==> src/rtl/assert_macros.svh <==
// Assertion macros for the RTL; only the back end includes them
`ifndef ASSERT_MACROS_SVH
`define ASSERT_MACROS_SVH

// Plain clocked assertion, off while in reset
`define CIV_ASSERT(label, prop, msg) \
    label: assert property (@(posedge aclk) disable iff (!aresetn) prop) \
        else $error(msg);

// Implication form: when cond holds, concl must hold in the same cycle
`define CIV_ASSERT_IMPL(label, cond, concl, msg) \
    `CIV_ASSERT(label, (cond) |-> (concl), msg)

`endif

==> src/rtl/civ_pkg.sv <==
// Types, constants and helpers for the four-point cubic interpolator
`timescale 1ns / 1ps
package civ_pkg;

    localparam int DATA_WIDTH    = 32;
    localparam int FRAC_BITS_DEF = 16;
    localparam int WIDE_W        = 48;
    localparam int DIFF_W        = DATA_WIDTH + 1;

    localparam logic [1:0] STATUS_OK        = 2'd0;
    localparam logic [1:0] STATUS_ZERO_SPAN = 2'd1;
    localparam logic [1:0] STATUS_SAT       = 2'd2;

    typedef struct packed {
        logic                         command;
        logic signed [DATA_WIDTH-1:0] query_x;
        logic signed [DATA_WIDTH-1:0] point0_x;
        logic signed [DATA_WIDTH-1:0] point1_x;
        logic signed [DATA_WIDTH-1:0] point2_x;
        logic signed [DATA_WIDTH-1:0] point3_x;
        logic signed [DATA_WIDTH-1:0] point0_y;
        logic signed [DATA_WIDTH-1:0] point1_y;
        logic signed [DATA_WIDTH-1:0] point2_y;
        logic signed [DATA_WIDTH-1:0] point3_y;
    } civ_in_t;

    typedef struct packed {
        logic signed [DATA_WIDTH-1:0] interp_value;
        logic [1:0]                   status;
    } civ_out_t;

    // Classified item as it sits in the queue
    typedef struct packed {
        logic                         command;
        logic                         err;
        logic signed [DIFF_W-1:0]     span;
        logic signed [DIFF_W-1:0]     nq;
        logic signed [DIFF_W-1:0]     n1;
        logic signed [DIFF_W-1:0]     d1;
        logic signed [DIFF_W-1:0]     n2;
        logic signed [DIFF_W-1:0]     d2;
        logic signed [DIFF_W-1:0]     dy;
        logic signed [DATA_WIDTH-1:0] y1;
        logic signed [DATA_WIDTH-1:0] y2;
    } civ_job_t;

    typedef enum logic {
        OP_MUL,
        OP_DIV
    } civ_op_t;

    typedef struct packed {
        logic                     start;
        civ_op_t                  op;
        logic signed [WIDE_W-1:0] a;
        logic signed [WIDE_W-1:0] b;
    } civ_alu_req_t;

    typedef struct packed {
        logic                     done;
        logic                     sat;
        logic signed [WIDE_W-1:0] res;
    } civ_alu_rsp_t;

    typedef enum logic [2:0] {
        ALU_IDLE,
        ALU_MUL,
        ALU_MFIN,
        ALU_DIV,
        ALU_DFIN,
        ALU_DONE
    } civ_alu_state_t;

    typedef enum logic [3:0] {
        SEQ_IDLE,
        SEQ_DIV_S1,
        SEQ_DIV_S2,
        SEQ_MUL_A,
        SEQ_MUL_B,
        SEQ_DIV_T,
        SEQ_MUL_U1,
        SEQ_MUL_T2,
        SEQ_MUL_AU,
        SEQ_MUL_BT,
        SEQ_MUL_TU,
        SEQ_MUL_BEND,
        SEQ_FINAL
    } civ_seq_state_t;

    typedef struct packed {
        logic                     sat;
        logic signed [WIDE_W-1:0] val;
    } civ_wres_t;

    // Saturating add into the 48-bit intermediate range
    function automatic civ_wres_t wadd(input logic signed [WIDE_W:0] a,
                                       input logic signed [WIDE_W:0] b);
        logic signed [WIDE_W+1:0] s;
        civ_wres_t                r;
        s = (WIDE_W+2)'(a) + (WIDE_W+2)'(b);
        r.sat = 1'b0;
        r.val = s[WIDE_W-1:0];
        if (!s[WIDE_W+1] && (s[WIDE_W] || s[WIDE_W-1])) begin
            r.sat = 1'b1;
            r.val = {1'b0, {(WIDE_W-1){1'b1}}};
        end else if (s[WIDE_W+1] && !(s[WIDE_W] && s[WIDE_W-1])) begin
            r.sat = 1'b1;
            r.val = {1'b1, {(WIDE_W-1){1'b0}}};
        end
        return r;
    endfunction

endpackage

==> src/rtl/civ_alu.sv <==
// Shared iterative unit: 48x48 multiply in 24-bit pieces, restoring divide
`timescale 1ns / 1ps
module civ_alu #(
    parameter int FRAC_BITS = civ_pkg::FRAC_BITS_DEF
) (
    input  logic                  aclk,
    input  logic                  aresetn,
    input  civ_pkg::civ_alu_req_t req,
    output civ_pkg::civ_alu_rsp_t rsp
);
    import civ_pkg::*;

    localparam int HALF     = WIDE_W / 2;
    localparam int PROD_W   = 2 * WIDE_W;
    localparam int DIV_BITS = DIFF_W + FRAC_BITS;
    localparam int REM_W    = DIFF_W + 1;
    localparam int CNT_W    = $clog2(DIV_BITS + 1);
    localparam int QX_W     = DIV_BITS + WIDE_W;

    civ_alu_state_t           state_reg;
    civ_alu_state_t           state_next;
    logic [CNT_W-1:0]         cnt_reg;
    logic                     neg_reg;
    logic [WIDE_W-1:0]        am_reg;
    logic [WIDE_W-1:0]        bm_reg;
    logic [PROD_W-1:0]        acc_reg;
    logic [DIV_BITS-1:0]      num_reg;
    logic [REM_W-1:0]         rem_reg;
    logic [DIV_BITS-1:0]      quo_reg;
    logic signed [WIDE_W-1:0] res_reg;
    logic                     sat_reg;

    logic [WIDE_W-1:0]        a_mag;
    logic [WIDE_W-1:0]        b_mag;
    logic [HALF-1:0]          a_sel;
    logic [HALF-1:0]          b_sel;
    logic [WIDE_W-1:0]        pp;
    logic [PROD_W-1:0]        pp_sh;
    logic [REM_W-1:0]         rem_sh;
    logic                     rem_ge;
    logic [PROD_W-1:0]        prod_r;
    logic                     mul_sat;
    logic [QX_W-1:0]          quo_x;
    logic                     div_sat;

    assign a_mag = req.a[WIDE_W-1] ? WIDE_W'(-req.a) : req.a;
    assign b_mag = req.b[WIDE_W-1] ? WIDE_W'(-req.b) : req.b;

    // partial products: lo*lo, lo*hi, hi*lo, hi*hi
    assign a_sel = cnt_reg[1] ? am_reg[WIDE_W-1:HALF] : am_reg[HALF-1:0];
    assign b_sel = cnt_reg[0] ? bm_reg[WIDE_W-1:HALF] : bm_reg[HALF-1:0];
    assign pp    = a_sel * b_sel;
    always_comb begin
        if (cnt_reg[0] ^ cnt_reg[1]) begin
            pp_sh = PROD_W'(pp) << HALF;
        end else if (cnt_reg[1]) begin
            pp_sh = PROD_W'(pp) << (2 * HALF);
        end else begin
            pp_sh = PROD_W'(pp);
        end
    end

    assign rem_sh = {rem_reg[REM_W-2:0], num_reg[DIV_BITS-1]};
    assign rem_ge = (rem_sh >= REM_W'(bm_reg[DIFF_W-1:0]));

    assign prod_r  = acc_reg >> FRAC_BITS;
    assign mul_sat = neg_reg ?
        ((|prod_r[PROD_W-1:WIDE_W]) || (prod_r[WIDE_W-1] && (|prod_r[WIDE_W-2:0]))) :
        (|prod_r[PROD_W-1:WIDE_W-1]);
    assign quo_x   = QX_W'(quo_reg);
    assign div_sat = |quo_x[QX_W-1:WIDE_W-1];

    always_comb begin
        state_next = state_reg;
        case (state_reg)
            ALU_IDLE: begin
                if (req.start) begin
                    state_next = (req.op == OP_DIV) ? ALU_DIV : ALU_MUL;
                end
            end
            ALU_MUL:  if (cnt_reg == CNT_W'(3)) state_next = ALU_MFIN;
            ALU_DIV:  if (cnt_reg == CNT_W'(DIV_BITS - 1)) state_next = ALU_DFIN;
            ALU_MFIN: state_next = ALU_DONE;
            ALU_DFIN: state_next = ALU_DONE;
            ALU_DONE: state_next = ALU_IDLE;
            default:  state_next = ALU_IDLE;
        endcase
    end

    always_comb begin
        rsp.done = (state_reg == ALU_DONE);
        rsp.sat  = sat_reg;
        rsp.res  = res_reg;
    end

    always_ff @(posedge aclk) begin
        if (!aresetn) begin
            state_reg <= ALU_IDLE;
        end else begin
            state_reg <= state_next;
        end
    end

    always_ff @(posedge aclk) begin
        case (state_reg)
            ALU_IDLE: begin
                cnt_reg <= '0;
                neg_reg <= req.a[WIDE_W-1] ^ req.b[WIDE_W-1];
                am_reg  <= a_mag;
                bm_reg  <= b_mag;
                acc_reg <= '0;
                num_reg <= {a_mag[DIFF_W-1:0], {FRAC_BITS{1'b0}}};
                rem_reg <= '0;
                quo_reg <= '0;
            end
            ALU_MUL: begin
                acc_reg <= acc_reg + pp_sh;
                cnt_reg <= cnt_reg + 1'b1;
            end
            ALU_DIV: begin
                rem_reg <= rem_ge ? (rem_sh - REM_W'(bm_reg[DIFF_W-1:0])) : rem_sh;
                quo_reg <= {quo_reg[DIV_BITS-2:0], rem_ge};
                num_reg <= num_reg << 1;
                cnt_reg <= cnt_reg + 1'b1;
            end
            ALU_MFIN: begin
                sat_reg <= mul_sat;
                if (mul_sat) begin
                    res_reg <= neg_reg ? {1'b1, {(WIDE_W-1){1'b0}}}
                                       : {1'b0, {(WIDE_W-1){1'b1}}};
                end else begin
                    res_reg <= neg_reg ? -prod_r[WIDE_W-1:0] : prod_r[WIDE_W-1:0];
                end
            end
            ALU_DFIN: begin
                sat_reg <= div_sat;
                if (div_sat) begin
                    res_reg <= neg_reg ? {1'b1, {(WIDE_W-1){1'b0}}}
                                       : {1'b0, {(WIDE_W-1){1'b1}}};
                end else begin
                    res_reg <= neg_reg ? -quo_x[WIDE_W-1:0] : quo_x[WIDE_W-1:0];
                end
            end
            default: begin
            end
        endcase
    end

endmodule

==> config.mk <==
export PLATFORM = sky130hd
export DESIGN_NAME = civ_alu
export DESIGN_NICKNAME = d
export VERILOG_FILES = /design/src/rtl/assert_macros.svh /design/src/rtl/civ_pkg.sv /design/src/rtl/civ_alu.sv
export SDC_FILE = /design/constraint.sdc
export NUM_CORES = 2
export LEC_CHECK = 0
export BUFFER_PORTS_ARGS = -buffer_cell sky130_fd_sc_hd__buf_2
export CORE_MARGIN = 8
export CORE_UTILIZATION = 35
export DETAILED_ROUTE_END_ITERATION = 7
export PLACE_DENSITY_LB_ADDON = 0.12
export SKIP_CTS_REPAIR_TIMING = 1
export SLEW_MARGIN = 15
export SYNTH_ARGS = -nofsm -noshare
export SYNTH_HDL_FRONTEND = slang
export SYNTH_SLANG_ARGS = --single-unit
==> constraint.sdc <==
create_clock -name aclk -period 23.7 [get_ports aclk]
set_input_delay 4.74 -clock aclk [delete_from_list [all_inputs] [get_ports aclk]]
set_output_delay 4.74 -clock aclk [all_outputs]
set_load 0.01 [all_outputs]
==> flow_metrics.env <==
export IMPL_cts_buffer_depth=3
export IMPL_tightestPinTransition_ns=1.363
export IMPL_routed_wl_mm=158.3
export IMPL_syn_area_mm2=0.04534
export IMPL_max_freq_ghz=0.07298
export IMPL_crit_type="reg2reg"
export IMPL_setup_viol=0
export IMPL_grt_pass1_vias=37210
export IMPL_synth_top_area_share_pct=24.04
export IMPL_drive_gt1_share_pct=7.946
export IMPL_outcome="completed"
export IMPL_period_share_pct=57.81
export IMPL_async_flop_share_pct=0
export IMPL_largest_register_ffs=96
export IMPL_synth_seq_area_share_pct=24.17
export IMPL_cts_buffers=46
export IMPL_clock_sinks=366
export IMPL_port_buffers=149
export IMPL_num_io_pins=150
export IMPL_clock_root_buffer="clkbuf_16"
export IMPL_viasPerCell=5.435
export IMPL_yosys_top_cells_count="659 x inv_1, 631 x nor2_1, 515 x nand2_1, 484 x fa_1, 363 x edfxtp_1"
export IMPL_slowest_delay_ns=1.03
export IMPL_crit_arrival_ns=14.09
export IMPL_path_clk_slew_ns=0.06
export IMPL_fillCellCount=13300
export IMPL_die_area_mm2=0.1413
export IMPL_grt_pass1_wl_mm=236.9
export IMPL_finalMaxSlewViolations=0
export IMPL_ys_ff_latch=366
export IMPL_rsz0062_at_grt="false"
export IMPL_utilization_pct=38.52
export IMPL_period_needed_ns=13.70
export IMPL_rows=132
export IMPL_grt_util_all_layers_pct=21.69
export IMPL_detail_route_wl_per_cell_um=22.72
export IMPL_crit_fanout=49
export IMPL_required_ns=24.09
export IMPL_drt_iter0_drc=2727
export IMPL_fin_skew_ns=0.07827
export IMPL_cts_tree="built"
export IMPL_ys_flop_type="edfxtp_1"
export IMPL_insertion_delay_ns=0.65
export IMPL_hold_violations=0
export IMPL_yosysMostFrequentCell="inv_1"
export IMPL_syn_avg_cell_area_um2=8.825
export IMPL_drc=0
export IMPL_synth_edf_count=363
export IMPL_critPathSlowestCell="a21boi_1"
export IMPL_gp_congestion=0.9189
export IMPL_die_h_um=375.9
export IMPL_drt_antenna_violating_nets=0
export IMPL_cpMostUsedCell="fa_1"
export IMPL_core_mm2=0.1290
export IMPL_crit_path_end_kind="flip-flop"
export IMPL_synth_nets=6031
export IMPL_synthCells=5138
export IMPL_hp_class="reg2reg"
export IMPL_initial_core_util_pct=35.15
export IMPL_cap_violations=0
export IMPL_start_kind="flip-flop"
export IMPL_syn2layout_area_growth_pct=9.586
export IMPL_cts_max_level=2
export IMPL_yosys_warnings=0
export IMPL_grt_max_degree=66
export IMPL_synth_area_leaders="edfxtp_1 24%, fa_1 21%, ha_1 8.5%, inv_1 5.5%, nor2_1 5.2%"
export IMPL_synth_cell_types=76
export IMPL_fp_dieW_um=375.9
export IMPL_grt_ovfl_total=0
export IMPL_dr_pass1_iters=7
export IMPL_slew_headroom_pct=8.437
export IMPL_nets=6082
export IMPL_yosysTopAreaCell="edfxtp_1"
export IMPL_timing_setup_tns_ns=0
export IMPL_antenna_found_initial=8
export IMPL_hpwl_mm=126.1
export IMPL_via_count=37870
[worst paths after layout]
check / from / to / slack, ns / cells past startpoint
setup / recovery: cnt_reg[0] / acc_reg[91] / 10.0 / 33
hold / removal: num_reg[21] / num_reg[22] / 0.55 / 1
setup reg to reg: cnt_reg[0] / acc_reg[91] / 10.0 / 33
hold reg to reg: num_reg[21] / num_reg[22] / 0.55 / 1
[layer usage]
layer	part of all wire, %	track usage [%]
met5	0.017	0
met3	6.0	2.574
met4	2.8	6.034
met1	46	31.54
met2	45	34.00
[cell type report]
cell class                      instances  area [um2]  share of cell area, %
Timing Repair Buffer                  232        1369                  2.755
Sequential cell                       366       10960                  22.06
Antenna cell                            2       5.005                0.01007
Clock buffer                           57        1192                  2.400
Tap cell                             1742        2180                  4.386
Multi-Input combinational cell       3883       31250                  62.88
Clock inverter                         25       257.7                 0.5187
Inverter                              660        2480                  4.991
[layout by cell type (no fill, tap or decap), types with 27 or more instances in the layout]
cell type / count
nand2b_1: 28
a21o_1: 133
or4_1: 35
nand4_1: 56
ha_1: 309
or3_1: 38
nor3_1: 84
inv_1: 658
nor4_1: 27
o21ai_0: 198
nor2b_1: 30
a21oi_1: 336
o21bai_1: 34
fa_1: 484
nand3_1: 52
o31ai_1: 56
edfxtp_1: 363
buf_2: 149
a22o_1: 31
mux2_2: 31
o41ai_1: 31
nand2_1: 512
a211oi_1: 29
and3_1: 66
clkbuf_16: 46
xor2_1: 70
buf_4: 83
a31oi_1: 29
mux2i_1: 29
and2_1: 57
o21a_1: 31
nor2_1: 625
xnor2_1: 181
[through the flow]
step	cell area, um2	hold WS (ns)	worst slack, ns	cells
3_3_place_gp	48230	0.5318	10.27	6883
4_1_cts	49680	0.5540	10.07	6965
6_report	49690	0.5532	9.998	6967
5_1_grt	49690	0.5666	9.119	6966
3_5_place_dp	48230	0.5422	10.05	6883
2_1_floorplan	45340	0.5248	12.58	5138
[critical path, delay by kind of cell (launching register included)]
family	cells	cell delay, ns
flops	1	0.33
compound gates	13	5.99
fa+ha+maj	9	4.58
simple gates	5	1.06
buf+inv	6	1.44
[logic make-up after synthesis]
group                    count (synthesis)  share of synthesized area (%)
AO/OA/AOI/OAI                         1060                          14.77
AND/OR/NAND/NOR                       1710                          17.31
multiplexers                            68                          1.587
flip-flops                             366                          24.17
XOR/XNOR                               252                          4.898
adder cells (fa/ha/maj)                793                          29.89
buffers and inverters                  889                          7.370
Power is not shown: default switching activity piles up to over one toggle a cycle in this logic, so the estimate is an artifact.
