===== src/rtl/assert_macros.svh =====
// Assertion macros for the RTL; only the back end includes them
`ifndef ASSERT_MACROS_SVH
`define ASSERT_MACROS_SVH

// Plain clocked assertion, off while in reset
`define CIV_ASSERT(label, prop, msg) \
    label: assert property (@(posedge aclk) disable iff (!aresetn) prop) \
        else $error(msg);

// Implication form: when cond holds, concl must hold in the same cycle
`define CIV_ASSERT_IMPL(label, cond, concl, msg) \
    `CIV_ASSERT(label, (cond) |-> (concl), msg)

`endif


===== src/rtl/civ_pkg.sv =====
// Types, constants and helpers for the four-point cubic interpolator
`timescale 1ns / 1ps
package civ_pkg;

    localparam int DATA_WIDTH    = 32;
    localparam int FRAC_BITS_DEF = 16;
    localparam int WIDE_W        = 48;
    localparam int DIFF_W        = DATA_WIDTH + 1;

    localparam logic [1:0] STATUS_OK        = 2'd0;
    localparam logic [1:0] STATUS_ZERO_SPAN = 2'd1;
    localparam logic [1:0] STATUS_SAT       = 2'd2;

    typedef struct packed {
        logic                         command;
        logic signed [DATA_WIDTH-1:0] query_x;
        logic signed [DATA_WIDTH-1:0] point0_x;
        logic signed [DATA_WIDTH-1:0] point1_x;
        logic signed [DATA_WIDTH-1:0] point2_x;
        logic signed [DATA_WIDTH-1:0] point3_x;
        logic signed [DATA_WIDTH-1:0] point0_y;
        logic signed [DATA_WIDTH-1:0] point1_y;
        logic signed [DATA_WIDTH-1:0] point2_y;
        logic signed [DATA_WIDTH-1:0] point3_y;
    } civ_in_t;

    typedef struct packed {
        logic signed [DATA_WIDTH-1:0] interp_value;
        logic [1:0]                   status;
    } civ_out_t;

    // Classified item as it sits in the queue
    typedef struct packed {
        logic                         command;
        logic                         err;
        logic signed [DIFF_W-1:0]     span;
        logic signed [DIFF_W-1:0]     nq;
        logic signed [DIFF_W-1:0]     n1;
        logic signed [DIFF_W-1:0]     d1;
        logic signed [DIFF_W-1:0]     n2;
        logic signed [DIFF_W-1:0]     d2;
        logic signed [DIFF_W-1:0]     dy;
        logic signed [DATA_WIDTH-1:0] y1;
        logic signed [DATA_WIDTH-1:0] y2;
    } civ_job_t;

    typedef enum logic {
        OP_MUL,
        OP_DIV
    } civ_op_t;

    typedef struct packed {
        logic                     start;
        civ_op_t                  op;
        logic signed [WIDE_W-1:0] a;
        logic signed [WIDE_W-1:0] b;
    } civ_alu_req_t;

    typedef struct packed {
        logic                     done;
        logic                     sat;
        logic signed [WIDE_W-1:0] res;
    } civ_alu_rsp_t;

    typedef enum logic [2:0] {
        ALU_IDLE,
        ALU_MUL,
        ALU_MFIN,
        ALU_DIV,
        ALU_DFIN,
        ALU_DONE
    } civ_alu_state_t;

    typedef enum logic [3:0] {
        SEQ_IDLE,
        SEQ_DIV_S1,
        SEQ_DIV_S2,
        SEQ_MUL_A,
        SEQ_MUL_B,
        SEQ_DIV_T,
        SEQ_MUL_U1,
        SEQ_MUL_T2,
        SEQ_MUL_AU,
        SEQ_MUL_BT,
        SEQ_MUL_TU,
        SEQ_MUL_BEND,
        SEQ_FINAL
    } civ_seq_state_t;

    typedef struct packed {
        logic                     sat;
        logic signed [WIDE_W-1:0] val;
    } civ_wres_t;

    // Saturating add into the 48-bit intermediate range
    function automatic civ_wres_t wadd(input logic signed [WIDE_W:0] a,
                                       input logic signed [WIDE_W:0] b);
        logic signed [WIDE_W+1:0] s;
        civ_wres_t                r;
        s = (WIDE_W+2)'(a) + (WIDE_W+2)'(b);
        r.sat = 1'b0;
        r.val = s[WIDE_W-1:0];
        if (!s[WIDE_W+1] && (s[WIDE_W] || s[WIDE_W-1])) begin
            r.sat = 1'b1;
            r.val = {1'b0, {(WIDE_W-1){1'b1}}};
        end else if (s[WIDE_W+1] && !(s[WIDE_W] && s[WIDE_W-1])) begin
            r.sat = 1'b1;
            r.val = {1'b1, {(WIDE_W-1){1'b0}}};
        end
        return r;
    endfunction

endpackage


===== src/rtl/civ_front.sv =====
// Front end: accepts items, flags zero spans, forms differences, queues jobs
`timescale 1ns / 1ps
module civ_front (
    input  logic              aclk,
    input  logic              aresetn,
    input  logic              s_valid,
    output logic              s_ready,
    input  civ_pkg::civ_in_t  s_data,
    output logic              q_valid,
    output civ_pkg::civ_job_t q_job,
    input  logic              q_pop
);
    import civ_pkg::*;

    localparam int QDEPTH = 2;
    localparam int PTR_W  = $clog2(QDEPTH);
    localparam int CNT_W  = $clog2(QDEPTH + 1);

    civ_job_t          mem_reg [QDEPTH];
    logic [PTR_W-1:0]  wr_ptr_reg;
    logic [PTR_W-1:0]  rd_ptr_reg;
    logic [CNT_W-1:0]  cnt_reg;
    civ_job_t          job_new;
    logic              push;

    always_comb begin
        job_new.command = s_data.command;
        job_new.err     = (s_data.point2_x == s_data.point1_x) ||
                          (s_data.command &&
                           ((s_data.point2_x == s_data.point0_x) ||
                            (s_data.point3_x == s_data.point1_x)));
        job_new.span = DIFF_W'(s_data.point2_x) - DIFF_W'(s_data.point1_x);
        job_new.nq   = DIFF_W'(s_data.query_x)  - DIFF_W'(s_data.point1_x);
        job_new.n1   = DIFF_W'(s_data.point2_y) - DIFF_W'(s_data.point0_y);
        job_new.d1   = DIFF_W'(s_data.point2_x) - DIFF_W'(s_data.point0_x);
        job_new.n2   = DIFF_W'(s_data.point3_y) - DIFF_W'(s_data.point1_y);
        job_new.d2   = DIFF_W'(s_data.point3_x) - DIFF_W'(s_data.point1_x);
        job_new.dy   = DIFF_W'(s_data.point2_y) - DIFF_W'(s_data.point1_y);
        job_new.y1   = s_data.point1_y;
        job_new.y2   = s_data.point2_y;
    end

    assign s_ready = (cnt_reg != CNT_W'(QDEPTH));
    assign q_valid = (cnt_reg != '0);
    assign q_job   = mem_reg[rd_ptr_reg];
    assign push    = s_valid && s_ready;

    always_ff @(posedge aclk) begin
        if (push) begin
            mem_reg[wr_ptr_reg] <= job_new;
        end
    end

    always_ff @(posedge aclk) begin
        if (!aresetn) begin
            wr_ptr_reg <= '0;
            rd_ptr_reg <= '0;
            cnt_reg    <= '0;
        end else begin
            if (push) begin
                wr_ptr_reg <= wr_ptr_reg + 1'b1;
            end
            if (q_pop) begin
                rd_ptr_reg <= rd_ptr_reg + 1'b1;
            end
            if (push && !q_pop) begin
                cnt_reg <= cnt_reg + 1'b1;
            end else if (!push && q_pop) begin
                cnt_reg <= cnt_reg - 1'b1;
            end
        end
    end

endmodule


===== config.mk =====
export PLATFORM = sky130hd
export DESIGN_NAME = civ_front
export DESIGN_NICKNAME = d
export VERILOG_FILES = /design/src/rtl/assert_macros.svh /design/src/rtl/civ_pkg.sv /design/src/rtl/civ_front.sv
export SDC_FILE = /design/constraint.sdc
export NUM_CORES = 1
export LEC_CHECK = 0
export ABC_CLOCK_PERIOD_IN_PS = 17980
export BUFFER_PORTS_ARGS = -buffer_cell sky130_fd_sc_hd__clkbuf_2
export CAP_MARGIN = 15
export CORE_UTILIZATION = 51
export CTS_CLUSTER_SIZE = 20
export DETAILED_ROUTE_END_ITERATION = 7
export PLACE_DENSITY = 0.74
export SLEW_MARGIN = 20
export SYNTH_ARGS = -nofsm -noshare
export SYNTH_HDL_FRONTEND = slang
export SYNTH_SLANG_ARGS = --single-unit
export TNS_END_PERCENT = 100

===== constraint.sdc =====
create_clock -name aclk -period 17.98 [get_ports aclk]
set_input_delay 3.596 -clock aclk [delete_from_list [all_inputs] [get_ports aclk]]
set_output_delay 3.596 -clock aclk [all_outputs]
set_load 0.005 [all_outputs]

==> flow_metrics.tcl, run 1 <==
set metrics [dict create \
    area_growth_pct 18.82 \
    path_clk_slew_ns 0.05 \
    end_kind "output pin" \
    route.antenna.remaining_nets 0 \
    die-width_um 256.6 \
    cts.sinks 599 \
    setup_violations 0 \
    fin_skew_ns 0.01676 \
    hold_viol_final 0 \
    r2r.worst_path.cells 5 \
    grt_antenna_before_repair 26 \
    path_common_cell "buf_4" \
    max_stage_delay_ns 0.82 \
    crit_path_start_kind "flop" \
    worst_slew_pin_slew_ns 1.063 \
    syn_inst 2634 \
    cts_tree "done" \
    die_area_um2 65820 \
    largest_reg_flops 594 \
    core_um2 63540 \
    finalCritPeriodShare 0.4459 \
    overflow 0 \
    post_cts_buffers 0 \
    nNetsFinal 3769 \
    viasPerCell 5.830 \
    grt_util_all_layers 0.2857 \
    static-leakage-power_nw 16.29 \
    wirelength_mm 96.40 \
    firstDrtPassIters 5 \
    p_per_area_nw_per_um2 108.1 \
    cts_made_buffers 69 \
    synth_area_um2 33050 \
    io_pins 592 \
    yosysUniqueCellTypes 76 \
    routabilityCongestion 0.9986 \
    clock-root-buffer "clkbuf_16" \
    status "finished, final reports clean" \
    synth_edf_count 594 \
    grt_start_max_net_pins 162 \
    cts_max_level 3 \
    crit_chain "buf_4 -> buf_4 -> buf_4 -> mux2_2 -> clkbuf_2" \
    cts-resized-gates 0 \
    ys_ff_latch 599 \
    dp_hpwl_mm 73.58 \
    wl_per_cell_um 23.24 \
    ctsHoldBuffers 0 \
    worstSetupPathType "reg -> out" \
    synth_sequential_area_ratio 0.5428 \
    maxCapViolCount 0 \
    slew_headroom 0.2915 \
    die_h_um 256.6 \
    hold_class "reg -> reg" \
    ys_warn_count 0 \
    grt_pass1_vias 24510 \
    arrival_ns 4.42 \
    required_ns 14.38 \
    max_freq_mhz 124.7 \
    drv_slew 0 \
    drt-initial-drc-count 1764 \
    cts_buffer_depth 3 \
    min_period_ns 8.017 \
    synthArstFlopShare 0 \
    syn_area_per_cell_um2 12.55 \
    grt_pass1_wl_mm 142.3 \
    rsz0062_at_grt "false" \
    insertion_delay_ns 0.61 \
    tns_ns 0 \
    drc 0 \
    synth_ff_type "edfxtp_1" \
    rows 92 \
    ir_worst_vdd_v 0.00009750 \
    num_vias 24180 \
    io_buffers 591 \
    syn_nets 3159 \
    drive_gt1_frac 0.3089 \
    total_power_mw 4.246 \
    hold_depth 2 \
    initial_core_util 0.5201 \
    worst-path-max-fanout 68 \
    slowest_stage "buf_4" \
]
-- kinds of logic (layout without fill, tap and decap cells) --
kind of cell               count (synthesis)  count (layout)  share of synthesized area
and+or+nand+nor                          454             454                    0.06683
other                                      0              10                          0
adders and majority gates                232             232                    0.08943
buffers and inverters                    265             923                    0.03025
AOI/OAI and AO/OA                        597             597                     0.1191
muxes                                    299             299                     0.1018
DFF                                      599             599                     0.5428
xor gates and xnor gates                 188             188                    0.04983
-- critical path, delay by kind of cell (launching register included) --
family   cells  cell delay [ns]
buf+inv      4             2.34
flops        1             0.71
mux          1             0.43
-- where the power goes --
| group | switching [mW] | internal (mW) | total [mW] |
|---|---|---|---|
| Sequential | 0.0540 | 1.79 | 1.85 |
| Clock | 0.569 | 0.861 | 1.43 |
| Combinational | 0.565 | 0.405 | 0.970 |
-- cells in the final DEF, fill, tap and decap left out, drive strengths merged, types with 11 or more instances in the layout --
| cell type | Yosys | final |
|---|---|---|
| buf | 2 | 13 |
| a21oi | 165 | 165 |
| and3 | 20 | 20 |
| a21o | 99 | 99 |
| nand3 | 42 | 42 |
| nor2 | 122 | 122 |
| xor2 | 54 | 54 |
| nor2b | 28 | 28 |
| a211oi | 15 | 15 |
| a31oi | 33 | 33 |
| edfxtp | 594 | 594 |
| xnor2 | 134 | 134 |
| and2 | 17 | 17 |
| inv | 200 | 204 |
| nand2 | 107 | 107 |
| o211ai | 16 | 16 |
| o21bai | 26 | 26 |
| o31ai | 11 | 11 |
| mux2 | 297 | 297 |
| clkinv | 0 | 23 |
| nand4 | 35 | 35 |
| clkbuf | 63 | 670 |
| or3 | 12 | 12 |
| ha | 225 | 225 |
| nand2b | 15 | 15 |
| o21ai | 98 | 98 |
| nor3 | 30 | 30 |
| o21a | 41 | 41 |
-- metrics by stage --
stage	hold WS, ns	util	std cells	setup WS, ns	area, µm²
floorplan	0.4728	-	2634	0.9598	33050
global placement	0.4821	0.5814	4019	10.75	36940
detailed placement	0.5590	0.5814	4019	10.62	36940
finish	0.5485	0.6180	4148	9.963	39270
global route	0.6003	0.6179	4146	9.767	39260
CTS	0.5663	0.6176	4138	9.949	39240
-- synthesized netlist by cell type, drive strengths merged (15+ instances only) --
cell type  count  area share
nand3         42      0.0064
xor2          54       0.014
o211ai        16      0.0038
o21ai         98       0.015
nor2         122       0.014
o21a          41      0.0094
ha           225       0.085
xnor2        134       0.036
and2          17      0.0032
a211oi        15      0.0034
inv          200       0.023
clkbuf        63      0.0072
a21o          99       0.022
a31oi         33      0.0062
o21bai        26      0.0059
nand4         35      0.0066
a21oi        165       0.025
and3          20      0.0038
nor3          30      0.0047
edfxtp       594        0.54
nand2        107       0.012
nor2b         28      0.0053
nand2b        15      0.0028
mux2         297        0.10
-- path summary, 6_finish.rpt --
check	startpoint	endpoint	slack, ns
max	flop	q_job[249]	9.96
min	cnt_reg[1]$_SDFFE_PN0P_	cnt_reg[1]$_SDFFE_PN0P_	0.55
max reg2reg	cnt_reg[0]$_SDFFE_PN0P_	mem_reg[0][255]$_DFFE_PP_	14.59
min reg2reg	cnt_reg[1]$_SDFFE_PN0P_	cnt_reg[1]$_SDFFE_PN0P_	0.55
-- cell type report --
cell class / count / area [µm²]
diodes: 10 / 25.02
clock buffers: 79 / 1785
clock inverters: 40 / 516.7
fillers: 5051 / 24270
inverters: 200 / 750.7
multi-input cells: 1770 / 14120
flip-flops and latches: 599 / 17940
well taps: 846 / 1059
repair buffers: 604 / 3068
-- layer usage --
metal  up-vias  wire (µm)  global-route usage
li1      11150          -                   -
met1     11710      36010              0.3311
met2      1043      48110              0.4992
met3       246       7790             0.07028
met4        34       4280              0.1265
met5         -        211                   0
Power figures use the tool's default switching activity.
==> run 2: changes to the inputs <==
--- a/config.mk
+++ b/config.mk
@@ -5,7 +5,7 @@
 export SDC_FILE = /design/constraint.sdc
 export NUM_CORES = 1
 export LEC_CHECK = 0
-export ABC_CLOCK_PERIOD_IN_PS = 17980
+export ABC_CLOCK_PERIOD_IN_PS = 6600
 export BUFFER_PORTS_ARGS = -buffer_cell sky130_fd_sc_hd__clkbuf_2
 export CAP_MARGIN = 15
 export CORE_UTILIZATION = 51
==> constraint.sdc (replaced) <==
create_clock -name aclk -period 6.6 [get_ports aclk]
set_input_delay 1.32 -clock aclk [delete_from_list [all_inputs] [get_ports aclk]]
set_output_delay 1.32 -clock aclk [all_outputs]
set_load 0.005 [all_outputs]
==> flow_metrics.tcl, run 2 (synthesis results as in run 1) <==
set metrics [dict create \
    rsz0062_at_grt "false" \
    min-delay-start "cnt_reg[1]$_SDFFE_PN0P_" \
    ir_worst_vdd_v 0.0002072 \
    final_cells 4144 \
    fin_skew_ns 0.01783 \
    dp_hpwl_mm 71.39 \
    nNetsFinal 3763 \
    cts_tree "done" \
    final_cell_area_um2 39150 \
    path_clk_slew_ns 0.06 \
    slew_headroom 0.2835 \
    regArea_um2 17940 \
    io_buffers 591 \
    rows 92 \
    largest_reg_flops 594 \
    static-leakage-power_nw 16.21 \
    maxCapViolCount 0 \
    end_kind "flop" \
    wl_per_cell_um 22.61 \
    drc 0 \
    crit_path_start_kind "input port" \
    num_vias 24060 \
    io_pins 592 \
    cts_max_level 3 \
    viasPerCell 5.806 \
    cts-resized-gates 0 \
    worst-path-max-fanout 4 \
    ctsHoldBuffers 0 \
    initial_core_util 0.5201 \
    worstSetupPathType "in -> reg" \
    layout_setup_ws_ns 2.397 \
    critPathLaunch "s_data[32]" \
    r2r-start "cnt_reg[0]$_SDFFE_PN0P_" \
    hold_viol_final 0 \
    drt-initial-drc-count 1739 \
    grt_pass1_wl_mm 139.7 \
    die_h_um 256.6 \
    required_ns 7.02 \
    insertion_delay_ns 0.61 \
    final_common_cell "edfxtp_1" \
    grt_pass1_vias 24280 \
    arrival_ns 4.62 \
    grt_start_max_net_pins 160 \
    drv_slew 0 \
    cts_made_buffers 68 \
    pre_cts_slack_ns 1.867 \
    place_area_um2 36970 \
    post_cts_buffers 0 \
    utilization 0.6162 \
    setup_violations 0 \
    worst_slew_pin_slew_ns 1.075 \
    overflow 0 \
    wirelength_mm 93.71 \
    cts_buffer_depth 3 \
    routabilityCongestion 0.9595 \
    dp_cells 4014 \
    max_freq_mhz 237.9 \
    core_um2 63540 \
    drive_gt1_frac 0.3075 \
    final_cell_mix "edfxtp_1, clkbuf_2, mux2_2, ha_1, inv_1" \
    firstDrtPassIters 5 \
    route.antenna.remaining_nets 0 \
    die-width_um 256.6 \
    fill_cells 4998 \
    cts.sinks 599 \
    clock-root-buffer "clkbuf_16" \
    grt_antenna_before_repair 21 \
    multiInputGateArea_um2 14120 \
    finalCritPeriodShare 0.6368 \
    area_growth_pct 18.47 \
    p_per_area_nw_per_um2 289.0 \
    tns_ns 0 \
    status "finished, final reports clean" \
    hold_class "reg -> reg" \
    grt_util_all_layers 0.2780 \
    r2r_slack_ns 4.49 \
    min_period_ns 4.203 \
    die_area_um2 65820 \
]
==> run 2: path summary, 6_finish.rpt <==
path                                                   to  cells after the start
worst max-delay path            mem_reg[0][226]$_DFFE_PP_                     14
worst min-delay path              cnt_reg[1]$_SDFFE_PN0P_                      2
worst max register to register  mem_reg[0][125]$_DFFE_PP_                      4
worst min register to register    cnt_reg[1]$_SDFFE_PN0P_                      2
==> run 2: layout make-up <==
type,instances,share of cell area
sequential,599,0.4582
multi-input combinational,1770,0.3607
timing repair buffer,599,0.07900
clock buffer,83,0.04544
tap,846,0.02704
inverter,200,0.01917
clock inverter,40,0.009939
antenna,7,0.0004474
==> run 2: power breakdown <==
part / total (mW) / switching [mW] / internal, mW
Combinational: 2.68 / 1.57 / 1.11
Sequential: 4.98 / 0.0986 / 4.88
Clock: 3.65 / 1.55 / 2.10
Total: 11.3 / 3.23 / 8.09
==> run 2: routing by layer <==
layer,GRT usage,vias to the layer above,share of wire
met2,0.4905,972,0.50
met5,0,-,0.0018
li1,-,11160,-
met4,0.1248,26,0.046
met3,0.07582,229,0.080
met1,0.3122,11670,0.37
==> run 2: critical path, cell delays in order <==
cell and delay [ns]:
clkbuf_2 0.10, inv_1 0.09, ha_1 0.24, fa_1 0.24, nor2b_1 0.07, o31a_1 0.27, o31ai_1 0.32, buf_4 0.21
o31ai_1 0.13, a2111oi_0 0.90, o21ai_1 0.27, nand3_1 0.13, o21ai_1 0.09, a211oi_1 0.24
==> run 2: through the flow <==
| step | hold slack, ns | total power, mW |
|---|---|---|
| global placement | 0.4826 | 7.634 |
| floorplan | 0.4728 | 6.699 |
| CTS | 0.5239 | 11.39 |
| global route | 0.5739 | 11.77 |
| detailed placement | 0.5182 | 7.724 |
| finish | 0.5181 | 11.31 |
